File: src/hw/rtl/bsr_pkg.sv
// Package for the 2-D block-sum rebinning block.
// Widths, configuration register indexes and the per-sample control struct.
// No dependencies.
`timescale 1ns / 1ps
`default_nettype none

package bsr_pkg;

    localparam int MAX_ROWS     = 1024;
    localparam int MAX_FACTOR   = 16;
    localparam int SAMPLE_WIDTH = 32;

    localparam int ROW_W  = $clog2(MAX_ROWS);
    localparam int RC_W   = $clog2(MAX_ROWS + 1);
    localparam int COL_W  = 16;
    localparam int F_W    = $clog2(MAX_FACTOR + 1);
    localparam int CNT_W  = $clog2(MAX_FACTOR);
    localparam int SUM_W  = 40;
    localparam int CFG_W  = 16;
    localparam int CIDX_W = 2;

    typedef enum logic [CIDX_W-1:0] {
        REG_ROW_COUNT  = 2'd0,
        REG_COL_COUNT  = 2'd1,
        REG_ROW_FACTOR = 2'd2,
        REG_COL_FACTOR = 2'd3
    } cfg_reg_t;

    typedef struct packed {
        logic             complete;
        logic             first_col;
        logic             emit;
        logic             last;
        logic [ROW_W-1:0] row;
        logic [COL_W-1:0] col;
    } bin_ctrl_t;

endpackage

`default_nettype wire

File: src/hw/rtl/bsr_seq.sv
// Configuration registers, matrix position counters and row accumulator.
// Produces the control word and running row sum for each accepted sample.
// Depends on bsr_pkg.
`timescale 1ns / 1ps
`default_nettype none

module bsr_seq
    import bsr_pkg::*;
(
    input  wire logic                    aclk,
    input  wire logic                    aresetn,
    input  wire logic                    cfg_wr_en,
    input  wire logic [CIDX_W-1:0]       cfg_index,
    input  wire logic [CFG_W-1:0]        cfg_wdata,
    input  wire logic                    accept,
    input  wire logic [SAMPLE_WIDTH-1:0] sample,
    output      bin_ctrl_t               ctrl,
    output      logic [SUM_W-1:0]        acc_sum
);

    localparam int COLX_W = COL_W + 1;

    logic [RC_W-1:0]  rc_reg;
    logic [COL_W-1:0] cc_reg;
    logic [F_W-1:0]   rf_reg, cf_reg;

    logic [SUM_W-1:0] acc_reg, acc_next;
    logic [ROW_W-1:0] row_pos_reg, row_pos_next, br_reg, br_next;
    logic [COL_W-1:0] col_pos_reg, col_pos_next, bc_reg, bc_next;
    logic [CNT_W-1:0] rib_reg, rib_next, cib_reg, cib_next;

    logic [RC_W-1:0]  rc_w;
    logic [F_W-1:0]   f_w;
    logic rib_done, cib_done, row_end, col_end, row_last, col_last;

    assign rc_w = cfg_wdata[RC_W-1:0];
    assign f_w  = cfg_wdata[F_W-1:0];

    always_ff @(posedge aclk) begin
        if (!aresetn) begin
            rc_reg <= RC_W'(1);
            cc_reg <= COL_W'(1);
            rf_reg <= F_W'(1);
            cf_reg <= F_W'(1);
        end else if (cfg_wr_en) begin
            unique case (cfg_reg_t'(cfg_index))
                REG_ROW_COUNT: begin
                    if (rc_w == '0)                    rc_reg <= RC_W'(1);
                    else if (rc_w > RC_W'(MAX_ROWS))   rc_reg <= RC_W'(MAX_ROWS);
                    else                               rc_reg <= rc_w;
                end
                REG_COL_COUNT: begin
                    if (cfg_wdata[COL_W-1:0] == '0) cc_reg <= COL_W'(1);
                    else                            cc_reg <= cfg_wdata[COL_W-1:0];
                end
                REG_ROW_FACTOR: begin
                    if (f_w == '0)                     rf_reg <= F_W'(1);
                    else if (f_w > F_W'(MAX_FACTOR))   rf_reg <= F_W'(MAX_FACTOR);
                    else                               rf_reg <= f_w;
                end
                REG_COL_FACTOR: begin
                    if (f_w == '0)                     cf_reg <= F_W'(1);
                    else if (f_w > F_W'(MAX_FACTOR))   cf_reg <= F_W'(MAX_FACTOR);
                    else                               cf_reg <= f_w;
                end
            endcase
        end
    end

    assign acc_sum = acc_reg +
        {{(SUM_W-SAMPLE_WIDTH){sample[SAMPLE_WIDTH-1]}}, sample};

    assign rib_done = (F_W'(rib_reg) + F_W'(1)) >= rf_reg;
    assign cib_done = (F_W'(cib_reg) + F_W'(1)) >= cf_reg;
    assign row_end  = (RC_W'(row_pos_reg) + RC_W'(1)) >= rc_reg;
    assign col_end  = (COLX_W'(col_pos_reg) + COLX_W'(1)) >= COLX_W'(cc_reg);
    // last bin row / column: the next bin would not fit
    assign row_last = (RC_W'(row_pos_reg) + RC_W'(rf_reg)) >= rc_reg;
    assign col_last = (COLX_W'(col_pos_reg) + COLX_W'(cf_reg)) >= COLX_W'(cc_reg);

    always_comb begin
        ctrl.complete  = rib_done;
        ctrl.first_col = (cib_reg == '0);
        ctrl.emit      = rib_done && cib_done;
        ctrl.last      = row_last && col_last;
        ctrl.row       = br_reg;
        ctrl.col       = bc_reg;
    end

    always_comb begin
        acc_next     = acc_sum;
        rib_next     = rib_reg + CNT_W'(1);
        br_next      = br_reg;
        row_pos_next = row_pos_reg + ROW_W'(1);
        col_pos_next = col_pos_reg;
        cib_next     = cib_reg;
        bc_next      = bc_reg;
        if (rib_done) begin
            acc_next = '0;
            rib_next = '0;
            br_next  = br_reg + ROW_W'(1);
        end
        if (row_end) begin
            acc_next     = '0;
            rib_next     = '0;
            br_next      = '0;
            row_pos_next = '0;
            if (col_end) begin
                col_pos_next = '0;
                cib_next     = '0;
                bc_next      = '0;
            end else begin
                col_pos_next = col_pos_reg + COL_W'(1);
                if (cib_done) begin
                    cib_next = '0;
                    bc_next  = bc_reg + COL_W'(1);
                end else begin
                    cib_next = cib_reg + CNT_W'(1);
                end
            end
        end
    end

    always_ff @(posedge aclk) begin
        if (!aresetn || cfg_wr_en) begin
            acc_reg     <= '0;
            row_pos_reg <= '0;
            col_pos_reg <= '0;
            br_reg      <= '0;
            bc_reg      <= '0;
            rib_reg     <= '0;
            cib_reg     <= '0;
        end else if (accept) begin
            acc_reg     <= acc_next;
            row_pos_reg <= row_pos_next;
            col_pos_reg <= col_pos_next;
            br_reg      <= br_next;
            bc_reg      <= bc_next;
            rib_reg     <= rib_next;
            cib_reg     <= cib_next;
        end
    end

endmodule

`default_nettype wire

File: config.mk
export PLATFORM = sky130hd
export DESIGN_NAME = bsr_seq
export DESIGN_NICKNAME = d
export VERILOG_FILES = /design/src/hw/rtl/bsr_pkg.sv /design/src/hw/rtl/bsr_seq.sv
export SDC_FILE = /design/constraint.sdc
export NUM_CORES = 1
export LEC_CHECK = 0
export BUFFER_PORTS_ARGS = -buffer_cell sky130_fd_sc_hd__buf_2
export CAP_MARGIN = 10
export CORE_MARGIN = 2
export CORE_UTILIZATION = 55
export DETAILED_ROUTE_END_ITERATION = 16
export PLACE_DENSITY_LB_ADDON = 0.12
export RECOVER_POWER = 25
export SLEW_MARGIN = 15
export SYNTH_ARGS = -nofsm -noshare
export SYNTH_HDL_FRONTEND = slang
export SYNTH_SLANG_ARGS = --single-unit
File: constraint.sdc
create_clock -name aclk -period 6.6 [get_ports aclk]
set_input_delay 1.32 -clock aclk [delete_from_list [all_inputs] [get_ports aclk]]
set_output_delay 1.32 -clock aclk [all_outputs]
set_load 0.01 [all_outputs]
==> results of run 1 <==
## per-layer routing
layer,wire (um),share of wire [%]
met2,10660,46
met1,11400,49
met5,0,0
met4,334,1.4
met3,1023,4.4
## report_power, final
group,internal (mW),switching [mW]
sequential,0.837,0.00870
clock,0.557,0.389
combinational,0.104,0.171
total,1.50,0.568
## tightest hold or removal path, stage by stage (launching register included)
cell and delay [ps]:
dfxtp_1 310, nand2_1 40, a21boi_0 60
## through the flow
| step | setup slack (ps) | total power [mW] | utilization, % |
|---|---|---|---|
| finish | 960.6 | 2.066 | 62.86 |
| detailed placement | 1166 | 1.138 | 59.80 |
| CTS | 950.5 | 2.087 | 63.04 |
| global placement | 1183 | 1.136 | 59.80 |
| global route | 629.9 | 2.151 | 62.86 |
| floorplan | 1664 | 1.049 | - |
## cell families after synthesis
family	count (synthesis)
AOI/OAI and AO/OA	318
xor gates and xnor gates	106
adders and majority gates	123
muxes	11
buffers and inverters	121
and+or+nand+nor	402
DFF	137
## layout make-up
class                      instances  area [um^2]  share of cell area (%)
inverter                          64        240.2                   2.142
clock buffer                      17        425.4                   3.793
tap                              229        286.5                   2.555
clock inverter                    15        152.6                   1.361
sequential                       137         2743                   24.46
timing repair buffer             127        613.1                   5.467
multi-input combinational        960         6754                   60.23
## cells in the final DEF (no fill, tap or decap), drive strengths merged, types with 3 or more instances in the layout
master    n
o31ai     8
o21ai    43
mux2i    11
nor3b     5
nor2b    30
or2       4
a21boi   25
and4      3
buf     101
fa        3
o211ai    9
xor2     39
a21oi    81
clkbuf   43
a211oi    7
a31oi     5
a22o     33
nor4     10
nand2b   12
a21o     37
and2      4
xnor2    67
o21bai   13
nand3    46
o22ai     3
a22oi    23
and3     16
or3       4
o21a      7
nor2    100
inv      65
clkinv   10
ha      120
dfxtp   137
nor3     12
nand3b    6
nand2   124
nand4    17
## worst paths after layout
check,from,end,slack (ps)
worst min-delay path,cc_reg[14]$_SDFFE_PN0P_,cc_reg[14]$_SDFFE_PN0P_,460
worst min register to register,cc_reg[14]$_SDFFE_PN0P_,cc_reg[14]$_SDFFE_PN0P_,460
worst max register to register,row_pos_reg[0]$_SDFFE_PP0P_,bc_reg[14]$_SDFFE_PP0P_,2150
worst max-delay path,col_pos_reg[0]$_SDFFE_PP0P_,ctrl[26],960
==> results.json, run 1 <==
{
  "via_per_inst": 5.706,
  "clock_sinks": 137,
  "largest_reg_flops": 40,
  "path_class": "reg -> out",
  "critical-path-top-delay-family": "simple AND/OR/NAND/NOR gates",
  "yosys-top-cells-count": "dfxtp_1, nand2_1, ha_1, nor2_1, a21oi_1",
  "worstPathArrival_ps": 4320,
  "synth-simple-area-share_pct": 19.41,
  "ctsHtreeMaxLevel": 4,
  "synth_top_family_by_area": "compound AO/OA/AOI/OAI gates",
  "path_cells": "ha_1 > inv_1 > fa_1 > inv_1 > a21oi_1 > o21bai_1 > a21o_1 > nand4_1 > or2_2 > nor2_1 > xor2_1 > ha_1 > and4_1 > nand4_1 > nor4_1 > a311oi_1 > a31oi_1 > buf_2",
  "grt_util_met3_pct": 5.334,
  "die_w_um": 138.5,
  "track_usage_pct": 24.65,
  "synth.top_cell.area_share_pct": 27.55,
  "drt-pass1-iter-count": 5,
  "hold_viol_final": 0,
  "max_cap_violations": 0,
  "cts_setup_buffers": 0,
  "drc": 0,
  "leakage_nw": 4.867,
  "worst_ir_drop_vdd_mv": 0.1763,
  "fin_nets": 1484,
  "coreArea_um2": 17840,
  "met2_usage_pct": 40.28,
  "hold_class": "reg -> reg",
  "path_clk_slew_ps": 60,
  "fill_cells": 1635,
  "hpwl_um": 17650,
  "wirelength_um": 23410,
  "clock_path_buffers": 2,
  "finalMaxSlewViolations": 0,
  "fp-row-count": 49,
  "synth_async_sr_flop_share_pct": 0,
  "drive_above_1_share_pct": 11.29,
  "critPathRequiredTime_ps": 5280,
  "cts_tree": "done",
  "grt_overflow": 0,
  "grt_start_max_net_pins": 45,
  "synth_area_um2": 9953,
  "crit_cells": 18,
  "cts_buffers": 17,
  "final-setup-viol-count": 0,
  "synth_xor_area_share_pct": 9.327,
  "rsz0062_at_grt": "false",
  "fin_skew_ps": 9.098,
  "drtIter0Drc": 415,
  "postPlaceCellArea_um2": 10670,
  "ys_warn_count": 0,
  "syn_inst": 1218,
  "fmax_mhz": 177.3,
  "synthMostInstantiatedCell": "dfxtp_1",
  "insertion_delay_ps": 420,
  "synth.distinct_cells": 71,
  "ys_seq_elements": 137,
  "min_period_ps": 5639,
  "outcome": "finished, final reports clean",
  "n_antenna_cell": 0,
  "hold_ws_ps": 461.7,
  "slowest_delay_ps": 480,
  "synth_top_flop_cell": "dfxtp_1",
  "relSlewSlack_pct": 32.43,
  "start_util_pct": 55.79,
  "synthMuxAreaShare_pct": 1.106,
  "synth_adder_area_share_pct": 15.69,
  "synthesis.nets": 1395,
  "fin_cells": 1549,
  "gr-usage-met1_pct": 33.16,
  "worst_setup_path_end_kind": "output pin",
  "grt_pass1_wl_um": 40050,
  "tightest_slew_ps": 1011,
  "synth_area_leaders": "dfxtp_1, ha_1, xnor2_1, nand2_1, a21oi_1",
  "cp_max_fo": 6,
  "ys_seq_area_share_pct": 27.55,
  "yosys.area.top_type": "dfxtp_1",
  "grt_busiest_layer": "met2",
  "grt_pass1_vias": 8458,
  "syn_avg_cell_area_um2": 8.172,
  "ctsResizeCount": 0,
  "synth_compound_area_share_pct": 22.23,
  "cts_hold_buf": 0,
  "crit_path_start_kind": "flop",
  "routabilityCongestion": 0.9191,
  "critical-path-slowest-cell": "dfxtp_1",
  "vias": 8838,
  "min_period_over_period_pct": 85.44,
  "reg2reg_depth": 14,
  "syn_to_final_growth_pct": 12.67,
  "die_h_um": 138.5,
  "crit_buf_inv": 3,
  "cts-root-buf": "clkbuf_16",
  "synth_edf_count": 0,
  "antenna_found_initial": 0,
  "io_buffer_count": 123,
  "die_area_um2": 19190,
  "setup-tns-final_ps": 0,
  "dp_cells": 1517,
  "power_density_nw_per_um2": 184.2,
  "ant_nets": 0,
  "holdPathStages": 2,
  "io_pins": 124,
  "finish.instance_area_um2": 11210,
  "wl_per_cell_um": 15.11
}
(Power assumes the default switching activity.)
==> run 2, diff against run 1 <==
--- a/config.mk
+++ b/config.mk
@@ -11,7 +11,7 @@
 export CORE_UTILIZATION = 55
 export DETAILED_ROUTE_END_ITERATION = 16
 export PLACE_DENSITY_LB_ADDON = 0.12
-export RECOVER_POWER = 25
+export RECOVER_POWER = 50
 export SLEW_MARGIN = 15
 export SYNTH_ARGS = -nofsm -noshare
 export SYNTH_HDL_FRONTEND = slang
==> run 2 against run 1 <==
Critical path depth did not move. Largest power group unchanged. Via count is 0.24% lower. Global-route usage is the same.
==> results.json, run 2 (same netlist as run 1, synthesis figures left out) <==
{
  "outcome": "finished, final reports clean",
  "ctsHtreeMaxLevel": 4,
  "hold_class": "reg -> reg",
  "min_period_over_period_pct": 85.59,
  "critical-path-slowest-cell": "dfxtp_1",
  "fin_nets": 1484,
  "wirelength_um": 23360,
  "cts_tree": "done",
  "reg2reg_depth": 15,
  "reg2reg_from": "row_pos_reg[0]$_SDFFE_PP0P_",
  "die_w_um": 138.5,
  "slowest_delay_ps": 480,
  "place_ws_ps": 1166,
  "path_class": "reg -> out",
  "track_usage_pct": 24.65,
  "grt_pass1_wl_um": 40050,
  "grt_start_max_net_pins": 45,
  "cts_hold_buf": 0,
  "cp-startpoint": "col_pos_reg[0]$_SDFFE_PP0P_",
  "finalMaxSlewViolations": 0,
  "grt_pass1_vias": 8458,
  "antenna_found_initial": 0,
  "worstPathArrival_ps": 4330,
  "die_h_um": 138.5,
  "drt-pass1-iter-count": 5,
  "n_antenna_cell": 0,
  "setup_slack_ps": 950.7,
  "leakage_nw": 4.844,
  "worst_setup_path_end_kind": "output pin",
  "final-setup-viol-count": 0,
  "ant_nets": 0,
  "clock_sinks": 137,
  "tightest_slew_ps": 1230,
  "hold_viol_final": 0,
  "ctsResizeCount": 0,
  "max_cap_violations": 0,
  "finish.instance_area_um2": 11200,
  "min_period_ps": 5649,
  "final_core_util_pct": 62.79,
  "clock_path_buffers": 2,
  "vias": 8817,
  "syn_to_final_growth_pct": 12.55,
  "io_buffer_count": 123,
  "drtIter0Drc": 432,
  "routabilityCongestion": 0.9191,
  "critPathRequiredTime_ps": 5280,
  "final_common_cell": "dfxtp_1",
  "relSlewSlack_pct": 18.02,
  "start_util_pct": 55.79,
  "die_area_um2": 19190,
  "hpwl_um": 17650,
  "path_cells": "ha_1 > inv_1 > fa_1 > inv_1 > a21oi_1 > o21bai_1 > a21o_1 > nand4_1 > or2_2 > nor2_1 > xor2_1 > ha_1 > and4_1 > nand4_1 > nor4_1 > a311oi_1 > a31oi_1 > buf_2",
  "power_density_nw_per_um2": 184.2,
  "hold_ws_ps": 461.7,
  "final_cell_mix": "dfxtp_1, nand2_1, ha_1",
  "io_pins": 124,
  "wl_per_cell_um": 15.08,
  "grt_overflow": 0,
  "fmax_mhz": 177.0,
  "insertion_delay_ps": 420,
  "cp_max_fo": 6,
  "postPlaceCellArea_um2": 10670,
  "fp-row-count": 49,
  "rsz0062_at_grt": "false",
  "coreArea_um2": 17840,
  "fill_cells": 1639,
  "drive_above_1_share_pct": 10.68,
  "r2r_slack_ps": 1640,
  "setup-tns-final_ps": 0,
  "endpoint": "ctrl[26]",
  "cts_buffers": 17,
  "cts-root-buf": "clkbuf_16",
  "path_clk_slew_ps": 60,
  "drc": 0,
  "largest_reg_flops": 40,
  "worst_ir_drop_vdd_mv": 0.1751,
  "fin_skew_ps": 9.358,
  "cts_setup_buffers": 0,
  "via_per_inst": 5.692,
  "reg2reg_to": "acc_reg[39]$_SDFFE_PP0P_",
  "crit_path_start_kind": "flop"
}
run 2: layout make-up:
class,instances,area (um^2),area share [%]
inverter,64,240.2,2.145
clock buffer,17,425.4,3.798
sequential,137,2743,24.48
multi-input combinational,960,6754,60.29
timing repair buffer,127,600.6,5.361
tap,229,286.5,2.558
clock inverter,15,152.6,1.363
run 2: report_power, final:
| part | internal, mW | total (mW) | switching [mW] |
|---|---|---|---|
| registers | 0.837 | 0.845 | 0.00873 |
| clock network | 0.557 | 0.944 | 0.387 |
| logic | 0.104 | 0.274 | 0.170 |
| total | 1.50 | 2.06 | 0.566 |
run 2: worst min-delay path by stage:
| stage | from | end | depth (start not counted) |
|---|---|---|---|
| finish | cc_reg[14]$_SDFFE_PN0P_ | cc_reg[14]$_SDFFE_PN0P_ | 2 |
| global route | rc_reg[6]$_SDFFE_PN0P_ | rc_reg[6]$_SDFFE_PN0P_ | 2 |
| CTS | rc_reg[5]$_SDFFE_PN0P_ | rc_reg[5]$_SDFFE_PN0P_ | 2 |
| detailed placement | rc_reg[5]$_SDFFE_PN0P_ | rc_reg[5]$_SDFFE_PN0P_ | 2 |
| global placement | rc_reg[5]$_SDFFE_PN0P_ | rc_reg[5]$_SDFFE_PN0P_ | 2 |
| floorplan | rc_reg[2]$_SDFFE_PN0P_ | rc_reg[2]$_SDFFE_PN0P_ | 2 |
run 2: metal layers:
layer	vias up	global-route usage, %	part of all wire (%)
met5	-	0	0
met4	0	6.552	1.4
met3	28	5.334	4.6
met2	197	40.28	46
met1	4087	33.16	48
li1	4505	-	-
run 2: stage by stage:
stage,power (mW),cells
global route,2.150,1549
finish,2.064,1549
CTS,2.087,1549
floorplan,1.049,1218
global placement,1.136,1517
detailed placement,1.138,1517
run 2: critical path, delay by kind of cell (launching register included):
kind,cells,cell delay (ps)
AO/OA/AOI/OAI,5,800
XOR/XNOR,1,100
adder cells (fa/ha/maj),3,910
buffers and inverters,3,290
flip-flops,1,480
AND/OR/NAND/NOR,6,1320
==> run 3, diff against run 2 <==
==> constraint.sdc (replaced) <==
create_clock -name aclk -period 5.5 [get_ports aclk]
set_input_delay 1.1 -clock aclk [delete_from_list [all_inputs] [get_ports aclk]]
set_output_delay 1.1 -clock aclk [all_outputs]
set_load 0.01 [all_outputs]
==> run 3 against run 2 <==
Sequential cell count did not move. Critical path depth is 5 lower. Critical path type is now in -> out. Wire length grew 3.1%. Core utilization is 0.31 points higher. Largest cell class unchanged. Critical endpoint is now acc_sum[39]. Clock power grew 26%. Highest routed layer unchanged. Global-route usage up 0.61 points. Setup slack worse by 600 ps.
==> results.json, run 3 (same netlist as run 1, synthesis figures left out) <==
{
  "fin_skew_ps": 8.591,
  "rsz0062_at_grt": "false",
  "path_cells": "buf_2 > ha_1 > a21oi_1 > nor2_1 > a2111oi_4 > o22ai_1 > o31ai_4 > o31ai_2 > a31oi_2 > o21ai_1 > xnor2_1 > xnor2_1 > buf_2",
  "grt_start_max_net_pins": 42,
  "critPathRequiredTime_ps": 4400,
  "finalMaxSlewViolations": 0,
  "fp-row-count": 49,
  "fill_cells": 1584,
  "wirelength_um": 24100,
  "power_density_nw_per_um2": 225.7,
  "drive_above_1_share_pct": 10.44,
  "cts_setup_buffers": 0,
  "worst_setup_path_end_kind": "output pin",
  "path_class": "in -> out",
  "fmax_mhz": 194.1,
  "die_area_um2": 19190,
  "place_ws_ps": 450.5,
  "die_w_um": 138.5,
  "crit_path_start_kind": "primary input",
  "slowest_delay_ps": 380,
  "largest_reg_flops": 40,
  "final_common_cell": "dfxtp_1",
  "vias": 8826,
  "final-setup-viol-count": 0,
  "grt_overflow": 0,
  "min_period_ps": 5153,
  "hpwl_um": 17680,
  "die_h_um": 138.5,
  "via_per_inst": 5.691,
  "crit_buf_inv": 2,
  "max_cap_violations": 0,
  "hold_ws_ps": 462.9,
  "io_buffer_count": 123,
  "drc": 0,
  "outcome": "finished, final reports clean",
  "insertion_delay_ps": 430,
  "power_mw": 2.541,
  "cts_hold_buf": 0,
  "final_core_util_pct": 63.10,
  "start_util_pct": 55.79,
  "clock_path_buffers": 2,
  "cts_tree": "done",
  "wl_per_cell_um": 15.54,
  "critical-path-top-delay-family": "compound AO/OA/AOI/OAI gates",
  "final_cell_mix": "dfxtp_1, nand2_1, ha_1",
  "tightest_slew_ps": 1217,
  "cp_max_fo": 5,
  "worst_ir_drop_vdd_mv": 0.2214,
  "grt_pass1_vias": 8574,
  "syn_to_final_growth_pct": 13.10,
  "antenna_found_initial": 0,
  "n_antenna_cell": 0,
  "min_period_over_period_pct": 93.69,
  "hold_class": "reg -> reg",
  "clock_sinks": 137,
  "hold_viol_final": 0,
  "fin_nets": 1487,
  "setup-tns-final_ps": 0,
  "routabilityCongestion": 0.9111,
  "ant_nets": 0,
  "grt_pass1_wl_um": 41210,
  "coreArea_um2": 17840,
  "drtIter0Drc": 580,
  "critical-path-slowest-cell": "o31ai_4",
  "worstPathArrival_ps": 4050,
  "cts_buffers": 17,
  "ctsResizeCount": 0,
  "track_usage_pct": 25.26,
  "path_clk_slew_ps": 60,
  "relSlewSlack_pct": 18.85,
  "drt-pass1-iter-count": 5,
  "ctsHtreeMaxLevel": 4,
  "cts-root-buf": "clkbuf_16",
  "io_pins": 124,
  "leakage_nw": 4.857,
  "setup_slack_ps": 347.1
}
run 3: stage by stage:
step	cells	cell area, um^2
after floorplan	1218	9953
after global placement	1520	10690
after detailed placement	1520	10690
after CTS	1551	11300
after global routing	1551	11260
final	1551	11260
run 3: final timing paths:
path / start / to / slack, ps / depth (start not counted)
setup / recovery: sample[6] / acc_sum[39] / 350 / 13
hold / removal: cc_reg[7]$_SDFFE_PN0P_ / cc_reg[7]$_SDFFE_PN0P_ / 460 / 2
setup reg to reg: row_pos_reg[0]$_SDFFE_PP0P_ / acc_reg[23]$_SDFFE_PP0P_ / 780 / 14
hold reg to reg: cc_reg[7]$_SDFFE_PN0P_ / cc_reg[7]$_SDFFE_PN0P_ / 460 / 2
run 3: final cells by class:
| cell class | instances | area [um^2] | share of cell area [%] |
|---|---|---|---|
| inverter | 64 | 240.2 | 2.134 |
| clock buffer | 24 | 491.7 | 4.368 |
| timing repair buffer | 130 | 614.3 | 5.457 |
| sequential | 137 | 2744 | 24.37 |
| tap | 229 | 286.5 | 2.545 |
| multi-input combinational | 960 | 6765 | 60.10 |
| clock inverter | 7 | 115.1 | 1.023 |
run 3: routing by layer:
layer	global-route usage, %	wire, um
met5	0	0
met4	5.585	274
met3	5.715	1081
met2	40.88	11090
met1	34.59	11650
run 3: power by group:
| part | leakage [nW] | switching [mW] | total [mW] | internal [mW] |
|---|---|---|---|---|
| combinational | 3.46 | 0.209 | 0.334 | 0.126 |
| sequential | 1.11 | 0.0103 | 1.01 | 1.00 |
| clock | 0.292 | 0.435 | 1.19 | 0.757 |
run 3: tightest hold or removal path: stages (launching register included):
cell      delay (ps)
dfxtp_1          310
nand2_1           40
a21boi_0          60
